[src/nes_ram.sv]
// Generic single write port RAM with registered read.
`timescale 1ns / 1ps
module nes_ram #(
  parameter int unsigned WIDTH = 8,
  parameter int unsigned DEPTH = 2
) (
  input  logic                     clk_i,
  input  logic                     we_i,
  input  logic [$clog2(DEPTH)-1:0] waddr_i,
  input  logic [WIDTH-1:0]         wdata_i,
  input  logic [$clog2(DEPTH)-1:0] raddr_i,
  output logic [WIDTH-1:0]         rdata_o
);

  logic [WIDTH-1:0] mem_q [DEPTH];
  logic [WIDTH-1:0] rdata_q;

  always_ff @(posedge clk_i) begin
    if (we_i) begin
      mem_q[waddr_i] <= wdata_i;
    end
    rdata_q <= mem_q[raddr_i];
  end

  assign rdata_o = rdata_q;

endmodule

[config.mk]
export PLATFORM = sky130hd
export DESIGN_NAME = nes_ram
export DESIGN_NICKNAME = d
export VERILOG_FILES = /design/src/nes_ram.sv
export SDC_FILE = /design/constraint.sdc
export NUM_CORES = 1
export LEC_CHECK = 0
export ABC_AREA = 1
export BUFFER_PORTS_ARGS = -buffer_cell sky130_fd_sc_hd__buf_2
export CELL_PAD_IN_SITES_DETAIL_PLACEMENT = 0
export CELL_PAD_IN_SITES_GLOBAL_PLACEMENT = 1
export CORE_MARGIN = 2
export CORE_UTILIZATION = 39
export CTS_CLUSTER_SIZE = 24
export DETAILED_ROUTE_END_ITERATION = 10
export GPL_TIMING_DRIVEN = 0
export PLACE_DENSITY = 0.71
export REMOVE_ABC_BUFFERS = 1
export SYNTH_ARGS = -nofsm -noshare
export SYNTH_HDL_FRONTEND = slang
export SYNTH_SLANG_ARGS = --single-unit
[constraint.sdc]
create_clock -name clk_i -period 1 [get_ports clk_i]
set_input_delay 0.1 -clock clk_i [delete_from_list [all_inputs] [get_ports clk_i]]
set_output_delay 0.1 -clock clk_i [all_outputs]
set_load 0.02 [all_outputs]
==> results of run 1 <==
## logic make-up after synthesis
family / after synthesis / share of synthesized area [%]
and+or+nand+nor: 26 / 12.83
DFF: 24 / 84.21
buffers and inverters: 4 / 2.960
## area by class of cell
type,instances,share of cell area [%]
Tap cell,25,3.185
Inverter,3,1.146
Timing Repair Buffer,27,17.83
Multi-Input combinational cell,26,9.936
Clock buffer,4,2.675
Sequential cell,24,65.22
## sequential cells by signal (all words and copies together) (netlist names)
signal   count
rdata_o      8
mem_q       16
## cells in the final DEF, fill, tap and decap left out
cell type,instances
buf_2,19
nand2_1,25
inv_1,2
dfxtp_1,8
nor2_1,1
clkbuf_1,1
dlygate4sd3_1,8
edfxtp_1,16
clkbuf_4,3
inv_2,1
## worst max-delay path by stage
stage	end	startpoint	cells past startpoint
after detailed placement	mem_q[0][7]	waddr_i	2
after CTS	rdata_o[4]	rdata_o[4]	1
after global placement	mem_q[0][7]	waddr_i	2
after floorplan	mem_q[0][0]	we_i	2
final	rdata_o[4]	rdata_o[4]	1
after global routing	rdata_o[5]	rdata_o[5]	1
## per-stage QoR
stage	std cells	util, %	hold WS [ns]	power, mW
after floorplan	53	-	0.1989	1.249
final	109	55.09	0.1085	1.723
after CTS	109	55.09	0.09882	1.750
after global routing	109	55.09	0.09317	1.829
after global placement	97	49.12	0.2886	1.311
after detailed placement	97	49.12	0.2916	1.318
## repair_timing
item                       4_1_cts  5_1_grt
hold endpoints to repair        16        0
hold buffers                     8        0
setup endpoints to repair        0        0
## metal layers
| layer | routed length [um] | track usage, % |
|---|---|---|
| met1 | 460 | 11.71 |
| met2 | 574 | 18.68 |
| met3 | 50 | 3.333 |
| met4 | 19 | 9.730 |
| met5 | 0 | 0 |
## power by group through the flow
stage	clock, mW	combinational (mW)	sequential, mW
after CTS	0.431	0.169	1.15
after global routing	0.485	0.186	1.16
after floorplan	0	0.0384	1.21
after global placement	0	0.140	1.17
after detailed placement	0	0.145	1.17
final	0.407	0.166	1.15
==> impl_metrics.py, run 1 <==
metrics = {
    "run_status": {
        "status": "finished, final reports clean",
    },
    "worst_setup_path": {
        "cp_cell_sequence": "buf_2",
        "cpPeakStageDelay_ns": 0.33,
        "r2r_end": "rdata_o[4]",
        "cp-end-kind": "primary output",
        "crit_family": "flip-flops",
        "critPathMaxFanout": 1,
        "worst-setup-path-type": "reg -> out",
        "rr_startpoint": "mem_q[0][4]",
        "cp_data_arrival_time_ns": 0.77,
        "path_buf_inv": 1,
        "cp_slowest_cell": "dfxtp_1",
        "cp-start-kind": "flop",
        "reg2reg_depth": 2,
        "rrSetupSlack_ns": 0.39,
        "cp_data_required_time_ns": 0.90,
    },
    "yosys": {
        "ys.warnings.count": 0,
        "synth_area_leaders": "edfxtp_1 (63%), dfxtp_1 (21%), nand2_1 (12%), buf_6 (1.5%), inv_1 (0.99%)",
        "synth_common_cells": "nand2_1 (25), edfxtp_1 (16), dfxtp_1 (8)",
        "yosysTopAreaCell": "edfxtp_1",
        "async_reset_ff_share_pct": 0,
        "synth_edf_count": 16,
        "netlist_area_sq_um": 760.7,
        "seq_area_frac_synth_pct": 84.21,
        "netlist.area_leader.share_pct": 63.16,
        "yosysMostFrequentCell": "nand2_1",
        "synth_cell_types": 7,
        "synth_cells": 54,
        "avgSynthCellArea_sq_um": 14.09,
        "ys_ff_latch": 24,
        "synth_ff_type": "edfxtp_1",
    },
    "sta": {
        "slew_violations": 0,
        "setup_viol": 0,
        "hold_viol": 0,
        "fmaxAchievable_ghz": 1.145,
        "rsz0062_at_grt": "false",
        "slew_headroom_pct": 52.75,
        "finalCritPeriodShare_pct": 87.33,
        "fin_crit_ns": 0.8733,
        "worstMarginPinSlew_ns": 0.7062,
        "setup_tns_ns": 0,
        "fin_skew_ns": 0.002444,
        "setup_ws_ns": 0.1267,
    },
    "placement": {
        "pre_cts_ws_ns": -0.1513,
        "io_buffers": 19,
        "place_area_sq_um": 875.8,
        "place.gp.congestion": 0.6186,
    },
    "floorplanning": {
        "initial_core_util_pct": 42.67,
        "die_area_sq_um": 2320,
        "core_sq_um": 1783,
        "die_x_um": 48.17,
        "rows": 15,
        "die_y_um": 48.17,
        "io_pins": 20,
    },
    "drt": {
        "drc": 0,
        "ant_nets": 0,
        "drt_first_pass_iters": 4,
        "drtIter0Drc": 3,
        "dr_total_vias": 446,
        "post_drt_via_cell_ratio": 4.092,
        "drt-total-wl_mm": 1.105,
        "wl_per_cell_um": 10.14,
    },
    "global_route": {
        "grt_pass1_vias": 363,
        "grt-ovfl-total": 0,
        "grt_max_degree": 14,
        "grt_first_pass_wirelength_mm": 1.593,
        "grt_antenna_before_repair": 0,
        "grt_usage_pct": 11.36,
    },
    "pwr": {
        "comb_power_share_pct": 9.6,
        "clkPwrFrac_pct": 23.6,
        "p_leak_nw": 0.4344,
        "p_sw_mw": 0.3644,
        "ir_worst_vdd_v": 0.0008517,
        "intPower_mw": 1.358,
        "p_sw_share_pct": 21.15,
        "p_seq_share_pct": 66.7,
        "power_density_nw_per_um2": 1754,
    },
    "layout": {
        "fin_nets": 97,
        "multi_input_area_sq_um": 97.59,
        "n_antenna_cell": 0,
        "fillCellCount": 158,
        "seq_area_sq_um": 640.6,
        "drive_gt1_share_pct": 27.38,
        "syn_to_final_growth_pct": 29.11,
        "fin_area_sq_um": 982.2,
    },
    "clock_tree": {
        "insertion_delay_ns": 0.30,
        "cts_num_sinks": 24,
        "clkTransAtPathRegs_ns": 0.12,
        "cts_setup_buffers": 0,
        "cts_tree": "yes",
        "htree_levels": 1,
        "clock-root-buffer": "clkbuf_4",
        "cts.repair.resized": 0,
        "cts_inserted_buffers": 3,
        "cts_buffer_depth": 2,
    },
    "worst_hold_path": {
        "hold_end": "rdata_o[1]",
        "hold_path_depth": 3,
        "hp-class": "in -> reg",
        "worstHoldStart": "raddr_i",
    },
    "job": {
        "maxCapViolCount": 0,
    },
}
(Power assumes the default switching activity.)
==> run 2, diff against run 1 <==
- clock period: 1 -> 0.9 ns (I/O delays scaled with it)
==> run 2 against run 1 <==
Net effect: power up 14%; worst hold slack worse by 0.020 ns; final cell count stayed put; via count increased by 1.6%; utilization up 2.7 points; first-iteration DRC count unchanged; non-clock buffer count stayed put; largest power group unchanged.
==> impl_metrics.py, run 2 (synthesized netlist as in run 1, its figures left out) <==
metrics = {
    "clock_tree": {
        "cts_inserted_buffers": 3,
        "cts_tree": "yes",
        "htree_levels": 1,
        "cts_setup_buffers": 0,
        "clock-root-buffer": "clkbuf_4",
        "clkTransAtPathRegs_ns": 0.12,
        "cts_buffer_depth": 2,
        "insertion_delay_ns": 0.30,
        "cts_num_sinks": 24,
    },
    "sta": {
        "slew_violations": 0,
        "fin_skew_ns": 0.003942,
        "fin_crit_ns": 0.8473,
        "fmaxAchievable_ghz": 1.180,
        "hold_slack_ns": 0.08876,
        "hold_viol": 0,
        "worstMarginPinSlew_ns": 0.7056,
        "setup_viol": 0,
        "slew_headroom_pct": 52.79,
        "finalCritPeriodShare_pct": 94.14,
        "setup_ws_ns": 0.05271,
        "setup_tns_ns": 0,
    },
    "layout": {
        "layoutNonFillerInstCount": 109,
        "mostFrequentLayoutCell": "nand2_1",
        "fillCellCount": 151,
        "most-common-layout-cells": "nand2_1 (25), edfxtp_1 (16), buf_2 (11)",
        "fin_area_sq_um": 1031,
        "drive_gt1_share_pct": 33.33,
        "largest_reg_flops": 16,
        "n_antenna_cell": 0,
        "fin_nets": 97,
        "syn_to_final_growth_pct": 35.53,
        "multi_input_area_sq_um": 97.59,
        "fin_util_pct": 57.82,
        "seq_area_sq_um": 646.9,
        "top_register": "mem_q",
    },
    "drt": {
        "wl_met3_um": 45,
        "met1Wirelength_um": 463,
        "ant_nets": 0,
        "drt-total-wl_mm": 1.113,
        "top_layer_used": "met4",
        "met2_wirelength_um": 585,
        "drc": 0,
        "dr_total_vias": 453,
        "post_drt_via_cell_ratio": 4.156,
        "wl_per_cell_um": 10.21,
        "drt_first_pass_iters": 4,
        "drtIter0Drc": 3,
    },
    "floorplanning": {
        "io_pins": 20,
        "initial_core_util_pct": 42.67,
        "core_sq_um": 1783,
        "die_y_um": 48.17,
        "die_x_um": 48.17,
        "rows": 15,
        "die_area_sq_um": 2320,
    },
    "global_route": {
        "grt_first_pass_wirelength_mm": 1.593,
        "grt-ovfl-total": 0,
        "grt_usage_pct": 11.36,
        "grt_max_degree": 14,
        "grt_antenna_before_repair": 0,
        "grt_pass1_vias": 363,
    },
    "worst_hold_path": {
        "hp-class": "in -> reg",
        "worstHoldStart": "raddr_i",
        "hold_path_depth": 3,
        "hold_end": "rdata_o[7]",
    },
    "worst_setup_path": {
        "cp-start-kind": "flop",
        "reg2reg_depth": 2,
        "cpPeakStageDelay_ns": 0.34,
        "worst-setup-path-type": "reg -> out",
        "cp_data_arrival_time_ns": 0.76,
        "r2r_end": "rdata_o[4]",
        "cp_data_required_time_ns": 0.81,
        "setup.worst_path.start": "rdata_o[1]",
        "path_buf_inv": 1,
        "rr_startpoint": "mem_q[0][4]",
        "cp-end-kind": "primary output",
        "cp_slowest_cell": "dfxtp_1",
        "cp_cell_sequence": "buf_6",
        "crit_family": "flip-flops",
        "critPathMaxFanout": 1,
        "rrSetupSlack_ns": 0.29,
    },
    "pwr": {
        "p_leak_nw": 0.4477,
        "comb_power_share_pct": 11.0,
        "p_seq_share_pct": 65.7,
        "total_power_mw": 1.959,
        "ir_worst_vdd_v": 0.0009674,
        "intPower_mw": 1.546,
        "power_density_nw_per_um2": 1900,
        "clkPwrFrac_pct": 23.2,
        "p_sw_mw": 0.4136,
        "p_sw_share_pct": 21.11,
    },
    "placement": {
        "io_buffers": 19,
        "dp_cells": 97,
        "place_area_sq_um": 875.8,
        "place.gp.congestion": 0.6186,
        "pre_cts_ws_ns": -0.2413,
    },
    "job": {
        "maxCapViolCount": 0,
    },
    "run_status": {
        "status": "finished, final reports clean",
    },
}
==> run 2: worst max-delay path by stage <==
| stage | slack (ns) | to | cells after the start |
|---|---|---|---|
| after floorplan | 0.05 | mem_q[0][0] | 2 |
| after global placement | -0.23 | mem_q[0][7] | 2 |
| after detailed placement | -0.24 | mem_q[0][7] | 2 |
| after CTS | 0.01 | rdata_o[4] | 1 |
| after global routing | -0.009 | rdata_o[1] | 1 |
| final | 0.05 | rdata_o[1] | 1 |
==> run 2: what timing repair did <==
action                                 4_1_cts  5_1_grt
gates resized for setup                      0       19
hold buffers                                 8        0
endpoints found under the hold margin       16        0
setup endpoints to repair                    0        8
==> run 2: metal layers <==
layer / vias up / global-route usage [%]
met1: 203 / 11.71
li1: 234 / -
met2: 14 / 18.68
met5: - / 0
met4: 0 / 9.730
met3: 2 / 3.333
==> run 2: final cells by class <==
| type | count | area share, % |
|---|---|---|
| clock buffer | 4 | 2.549 |
| inverter | 3 | 1.092 |
| multi-input combinational | 26 | 9.466 |
| sequential | 24 | 62.74 |
| tap | 25 | 3.034 |
| timing repair buffer | 27 | 21.12 |
==> run 2: power by group through the flow <==
stage	clock (mW)	sequential, mW	combinational, mW
finish	0.455	1.29	0.216
global route	0.540	1.30	0.239
floorplan	0	1.34	0.0427
global placement	0	1.30	0.155
detailed placement	0	1.30	0.161
CTS	0.479	1.28	0.187
