$ cat config.mk
export PLATFORM = sky130hd
export DESIGN_NAME = nes_cell
export DESIGN_NICKNAME = d
export VERILOG_FILES = /design/src/nes_pkg.sv /design/src/nes_cell.sv
export SDC_FILE = /design/constraint.sdc
export NUM_CORES = 1
export LEC_CHECK = 0
export BUFFER_PORTS_ARGS = -buffer_cell sky130_fd_sc_hd__buf_2
export CORE_MARGIN = 3
export CORE_UTILIZATION = 44
export DETAILED_ROUTE_END_ITERATION = 16
export GPL_TIMING_DRIVEN = 0
export PLACE_DENSITY_LB_ADDON = 0.12
export SLEW_MARGIN = 20
export SYNTH_ARGS = -nofsm -noshare
export SYNTH_HDL_FRONTEND = slang
export SYNTH_SLANG_ARGS = --single-unit
$ cat constraint.sdc
create_clock -name clk_i -period 2.6 [get_ports clk_i]
set_clock_uncertainty 0.15 [all_clocks]
set_input_delay 0.13 -clock clk_i [delete_from_list [all_inputs] [get_ports clk_i]]
set_output_delay 0.13 -clock clk_i [all_outputs]
set_load 0.01 [all_outputs]
$ cat src/nes_pkg.sv
// Shared types and constants of the NFA epsilon closure stepper.
`timescale 1ns / 1ps
package nes_pkg;

  // Fixed field widths of the command and result transfers
  localparam int unsigned FUNC_W  = 3;
  localparam int unsigned STATE_W = 6;
  localparam int unsigned KIND_W  = 2;
  localparam int unsigned SYM_W   = 9;
  localparam int unsigned NADR_W  = 32;
  localparam int unsigned ACT_W   = 64;

  // Parameter defaults
  localparam int unsigned NUM_STATES_DEF  = 64;
  localparam int unsigned SYMBOL_BITS_DEF = 9;
  localparam int unsigned ADDR_BITS_DEF   = 32;

  // Command codes
  localparam logic [FUNC_W-1:0] FUNC_EDGE    = 3'd0;
  localparam logic [FUNC_W-1:0] FUNC_ADDR    = 3'd1;
  localparam logic [FUNC_W-1:0] FUNC_RESTART = 3'd2;
  localparam logic [FUNC_W-1:0] FUNC_STEP    = 3'd3;
  localparam logic [FUNC_W-1:0] FUNC_QUERY   = 3'd4;

  // Edge labels
  localparam logic [KIND_W-1:0] KIND_NONE = 2'd0;
  localparam logic [KIND_W-1:0] KIND_EPS  = 2'd1;
  localparam logic [KIND_W-1:0] KIND_SYM  = 2'd2;

  typedef struct packed {
    logic [FUNC_W-1:0]  func;
    logic [STATE_W-1:0] src_state;
    logic [STATE_W-1:0] dst_state;
    logic [KIND_W-1:0]  edge_kind;
    logic [SYM_W-1:0]   symbol;
    logic [NADR_W-1:0]  node_address;
    logic               has_address;
  } cmd_t;

  typedef struct packed {
    logic [ACT_W-1:0]  active_states;
    logic [NADR_W-1:0] address;
    logic              address_valid;
    logic              last;
  } res_t;

  typedef enum logic [2:0] {
    ST_IDLE,
    ST_EW_RD,
    ST_EW_WR,
    ST_SCAN_RD,
    ST_SCAN_EV,
    ST_FIND
  } state_e;

  typedef enum logic [1:0] {
    MODE_FWD,
    MODE_BWD,
    MODE_STEP,
    MODE_HIT
  } mode_e;

endpackage

$ cat src/nes_cell.sv
// One state cell: edge decode for its column, node address, min-search chain stage.
`timescale 1ns / 1ps
module nes_cell import nes_pkg::*; #(
  parameter int unsigned SYMBOL_BITS = SYMBOL_BITS_DEF,
  parameter int unsigned ADDR_BITS   = ADDR_BITS_DEF,
  parameter int unsigned SW          = 6,
  parameter int unsigned IDX         = 0
) (
  input  logic                        clk_i,
  input  logic                        rst_ni,
  input  logic [KIND_W+SYMBOL_BITS-1:0] entry_i,
  input  logic [SYMBOL_BITS-1:0]      sym_i,
  output logic                        eps_o,
  output logic                        sym_o,
  input  logic                        nwr_i,
  input  logic [SW-1:0]               nwr_idx_i,
  input  logic                        nwr_valid_i,
  input  logic [ADDR_BITS-1:0]        nwr_addr_i,
  input  logic                        hit_i,
  input  logic                        have_thr_i,
  input  logic [ADDR_BITS-1:0]        thr_i,
  input  logic                        found_i,
  input  logic [ADDR_BITS-1:0]        best_i,
  output logic                        found_o,
  output logic [ADDR_BITS-1:0]        best_o
);

  logic [KIND_W-1:0]      kind;
  logic                   av_q;
  logic [ADDR_BITS-1:0]   addr_q;
  logic                   cand;
  logic                   found_q;
  logic [ADDR_BITS-1:0]   best_q;

  // Edge label decode for this target column
  assign kind  = entry_i[SYMBOL_BITS +: KIND_W];
  assign eps_o = (kind == KIND_EPS);
  assign sym_o = (kind == KIND_SYM) && (entry_i[SYMBOL_BITS-1:0] == sym_i);

  // Node address storage
  always_ff @(posedge clk_i or negedge rst_ni) begin
    if (!rst_ni) begin
      av_q <= 1'b0;
    end else if (nwr_i && (nwr_idx_i == SW'(IDX))) begin
      av_q <= nwr_valid_i;
    end
  end

  always_ff @(posedge clk_i) begin
    if (nwr_i && (nwr_idx_i == SW'(IDX))) begin
      addr_q <= nwr_valid_i ? nwr_addr_i : '0;
    end
  end

  // Chain stage: smallest address above the threshold seen so far
  assign cand = hit_i && av_q && (!have_thr_i || (addr_q > thr_i));

  always_ff @(posedge clk_i or negedge rst_ni) begin
    if (!rst_ni) begin
      found_q <= 1'b0;
    end else begin
      found_q <= found_i || cand;
    end
  end

  always_ff @(posedge clk_i) begin
    best_q <= (cand && (!found_i || (addr_q < best_i))) ? addr_q : best_i;
  end

  assign found_o = found_q;
  assign best_o  = best_q;

endmodule

==> impl_summary.md <==
Global route
The total routing resource utilization after global routing is 0.199. The total overflow reported by the global router is 0. The first global-routing pass estimated 16,100 um of wire. The number of antenna violations at the first check in global routing is 0. The via count of the first global-routing pass is 3,655.

Entering global routing, the biggest net connects 13 pins.

Power
The design draws 2400 uW. Summed over all cells, the static leakage comes to 0.00291 uW. The switching power of the nets is 609 uW. Of the total power, combinational logic draws 0.212. The maximum ir drop on the vdd rail is 0.266 mV. For this design the ratio of total power to cell area is 398 nW/um^2. The internal power contribution is 1790 uW. The share of total power dissipated in sequential elements is 0.472. Of the total power, the share spent switching nets is 0.254. The share of total power dissipated in the clock network is 0.317.

Floorplanning
For this configuration, the core starts out at a cell density of 0.460. The vertical extent of the die is 102 um. The placement row count is 34.

The core footprint is 8850 um^2. The floorplan step set the die width to 102 um. During I/O placement, the number of pins put on the boundary was 164. The full die area is 10,400 um^2.

Clocking
The latest clock arrival within the worst-skew pair is 0.34 ns. The clock tree from TritonCTS is done. The CTS H-tree depth is 3.

The maximum buffer depth of the clock tree is 2. Buffers inserted during clock tree synthesis total 9. The clock sink total is 66.

The clock transition at the registers of the reported paths is 0.08 ns. The buffer cell driving the clock tree root is sky130_fd_sc_hd__clkbuf_8.

Worst setup path
In this run the worst setup path begins at addr_q[14]. The critical path is of the reg -> reg type. The reg-to-reg critical path startpoint is addr_q[14]. The endpoint class of the critical path is a flop. Across all register-to-register paths, the minimum setup slack is -0.24 ns.

The data arrival at the endpoint of the critical path is 2.91 ns. The worst register-to-register path ends at best_o[15]. The worst register-to-register path has a depth of 10. The category of the worst setup path launch point is a flop. In this run the worst path has a maximum fanout of 10. At the worst endpoint, the required time is 2.68 ns. The most critical setup path has its endpoint at best_o[15].

Run status
The checks that failed: negative setup slack. The run finished, with violations left.

Synthesis
The synthesized netlist contains 43 unique library cells. After synthesis, the cell types taking the most area are sky130_fd_sc_hd__edfxtp_1 (24%), sky130_fd_sc_hd__ha_1 (19%), sky130_fd_sc_hd__dfxtp_1 (16%), sky130_fd_sc_hd__mux2_2 (7.5%), sky130_fd_sc_hd__inv_1 (6.0%). The synthesized-area fraction occupied by xor and xnor cells is 0.0194. For this run, the register share of the synthesized area comes to 0.406. Of the total synthesized cell area, the portion taken by full adders, half adders and majority gates is 0.194.

The post-synthesis share of cell area spent on and, or, nand and nor gates is 0.128. During synthesis, Yosys emitted a total of 0 warnings. By area, the combinational part of the netlist is dominated by adder cells. Of the post-synthesis cell area, the dominant cell type holds 0.236. By count the netlist is led by sky130_fd_sc_hd__inv_1 (65), sky130_fd_sc_hd__ha_1 (63), sky130_fd_sc_hd__and2_1 (32), sky130_fd_sc_hd__dfxtp_1 (32), sky130_fd_sc_hd__edfxtp_1 (32). The largest total area in the synthesized netlist belongs to sky130_fd_sc_hd__edfxtp_1. The area of the mapped netlist is 4070 um^2. The number of synthesized register bits is 66.

The average instance in the mapped netlist occupies 10.6 um^2. In this run, synthesis inferred 32 flip-flops with an integrated enable. The mux share of post-synthesis cell area is 0.0969.

Among all cell types in the netlist, the one instantiated most often is sky130_fd_sc_hd__inv_1. When the netlist entered floorplanning its net count stood at 577. For this run, asynchronously set or reset flops after synthesis account for 0.0303. The complex-gate fraction of the synthesized area is 0.0852. The most used flip-flop cell after synthesis is sky130_fd_sc_hd__edfxtp_1. Counting every instance in the synthesized netlist gives 385.

Place
The routability congestion estimate is 0.827. Detailed placement finished with a half-perimeter wire length of 7730 um. The count of buffers added on input and output ports is 163.

Cells and area
The area growth from synthesis to final layout is 48.5%. The net count of the finished layout is 832. In the final layout, the share of cells above drive strength 1 is 0.358.

The area occupied by multi-input gates is 2170 um^2. The area of all sequential standard cells is 1650 um^2. 0 antenna diodes ended up in the layout. The core utilization of the finished layout is 0.683.

The fill cell instance count of the final layout is 678.

Worst hold path
The startpoint of the most critical hold path is nwr_idx_i[0]. The worst min-delay path category is in -> reg.

STA
The hold violation total from the final report is 0. In the post-route analysis, the smallest setup slack over all paths is -0.239 ns. The total count of max-transition violations in the final report is 0.

The highest clock frequency the design can meet is 352 MHz. The final worst-path cycle share is 1.09. The transition time at the pin with the least slew margin is 0.486 ns. The minimum clock period is 2.84 ns. The final number of setup-violating endpoints is 32. The worst pin sits at a relative slew slack of 0.668. Setup repair after global routing could not meet its margin everywhere.

Route
The final antenna-violating net count is 0. The total detailed-routing wirelength is 10,400 um. The average routed wire per standard cell is 13.8 um. The mean number of vias per cell is 4.77. The pre-antenna-repair detailed-routing pass consisted of 4 iterations.

The detailed router placed 3,595 vias in this run. The number of design-rule violations left by the first detailed-router iteration is 53. For this run, design rule violations remaining after detail routing come to 0.

Flow run
Max-cap violations in this run came to 0.
==> registers in the layout, indices dropped and copies added (netlist names) <==
| register | count |
|---|---|
| addr_q | 32 |
| av_q | 1 |
| best_o | 32 |
| found_o | 1 |
==> layout by cell type, fill, tap and decap left out, types with 8 or more instances in the layout <==
cell | Yosys | routed
sky130_fd_sc_hd__buf_2 | 0 | 163
sky130_fd_sc_hd__dlygate4sd3_1 | 0 | 72
sky130_fd_sc_hd__inv_1 | 65 | 65
sky130_fd_sc_hd__ha_1 | 63 | 62
sky130_fd_sc_hd__and2_1 | 32 | 32
sky130_fd_sc_hd__edfxtp_1 | 32 | 32
sky130_fd_sc_hd__dfxtp_1 | 32 | 32
sky130_fd_sc_hd__a21oi_1 | 28 | 28
sky130_fd_sc_hd__mux2_2 | 27 | 27
sky130_fd_sc_hd__nand2_1 | 15 | 15
sky130_fd_sc_hd__nand4_1 | 13 | 13
sky130_fd_sc_hd__clkbuf_8 | 0 | 10
sky130_fd_sc_hd__xnor2_1 | 9 | 9
sky130_fd_sc_hd__buf_4 | 0 | 8
==> layer usage <==
| metal | part of all wire | global-route usage | vias to the layer above | routed length [um] |
|---|---|---|---|---|
| met5 | 0 | 0 | - | 0 |
| met4 | 0.020 | 0.0747 | 0 | 204 |
| met3 | 0.056 | 0.0369 | 21 | 579 |
| met2 | 0.52 | 0.366 | 118 | 5370 |
| met1 | 0.41 | 0.229 | 1607 | 4260 |
| li1 | - | - | 1849 | - |
==> power by group through the flow <==
stage               Combinational (uW)  Clock [uW]  Sequential, uW
floorplan                          214           0            1170
global placement                   402           0            1160
detailed placement                 413           0            1160
CTS                                506         782            1130
global route                       570         822            1130
finish                             508         761            1130
==> metrics by stage <==
stage	TNS (ns)	setup WS [ns]	hold slack, ns	cells	instance area [um^2]
final	-7.05	-0.239	0.149	753	6040
after global routing	-11.76	-0.385	0.142	753	6040
after CTS	-6.59	-0.225	0.141	752	6020
after global placement	-28.87	-0.542	-0.219	656	5040
after floorplan	0	0.0241	-0.316	385	4090
after detailed placement	-15.64	-0.521	-0.219	658	5050
==> worst max-delay path: stages (launching register included) <==
cell and delay [ns]:
sky130_fd_sc_hd__edfxtp_1 0.43, sky130_fd_sc_hd__ha_1 0.34, sky130_fd_sc_hd__nand4_1 0.17, sky130_fd_sc_hd__nor3_2 0.29
sky130_fd_sc_hd__a21boi_2 0.23, sky130_fd_sc_hd__a2111o_1 0.16, sky130_fd_sc_hd__a31oi_2 0.12, sky130_fd_sc_hd__a211oi_4 0.18
sky130_fd_sc_hd__buf_6 0.17, sky130_fd_sc_hd__buf_12 0.14, sky130_fd_sc_hd__mux2_2 0.34
==> cells by family after synthesis <==
| family | Yosys count |
|---|---|
| xor gates and xnor gates | 9 |
| muxes | 33 |
| AOI/OAI and AO/OA | 53 |
| DFF | 66 |
| adders and majority gates | 63 |
| buffers and inverters | 71 |
| and+or+nand+nor | 90 |
==> how the worst min path moves through the flow <==
stage                       to  depth (start not counted)  slack [ns]
floorplan                 av_q                          0       -0.32
global placement       found_o                          1       -0.22
detailed placement     found_o                          1       -0.22
CTS                 addr_q[20]                          3        0.14
global route        addr_q[20]                          3        0.14
finish              addr_q[20]                          3        0.15
==> repair_timing <==
item	4_1_cts	5_1_grt
hold buffers	72	0
buffers inserted	6	1
resized for setup	8	2
pin swaps	3	3
setup endpoints to repair	32	32
gates cloned	0	0
hold endpoints to repair	78	0
==> layout make-up <==
class / instances / share of cell area
multi-input cells: 248 / 0.358
clock buffers: 13 / 0.0246
well taps: 108 / 0.0224
repair buffers: 244 / 0.266
plain buffers: 6 / 0.0118
inverters: 65 / 0.0404
flip-flops and latches: 66 / 0.273
clock inverters: 3 / 0.00290
No activity file was read; power rests on OpenSTA's default activity.
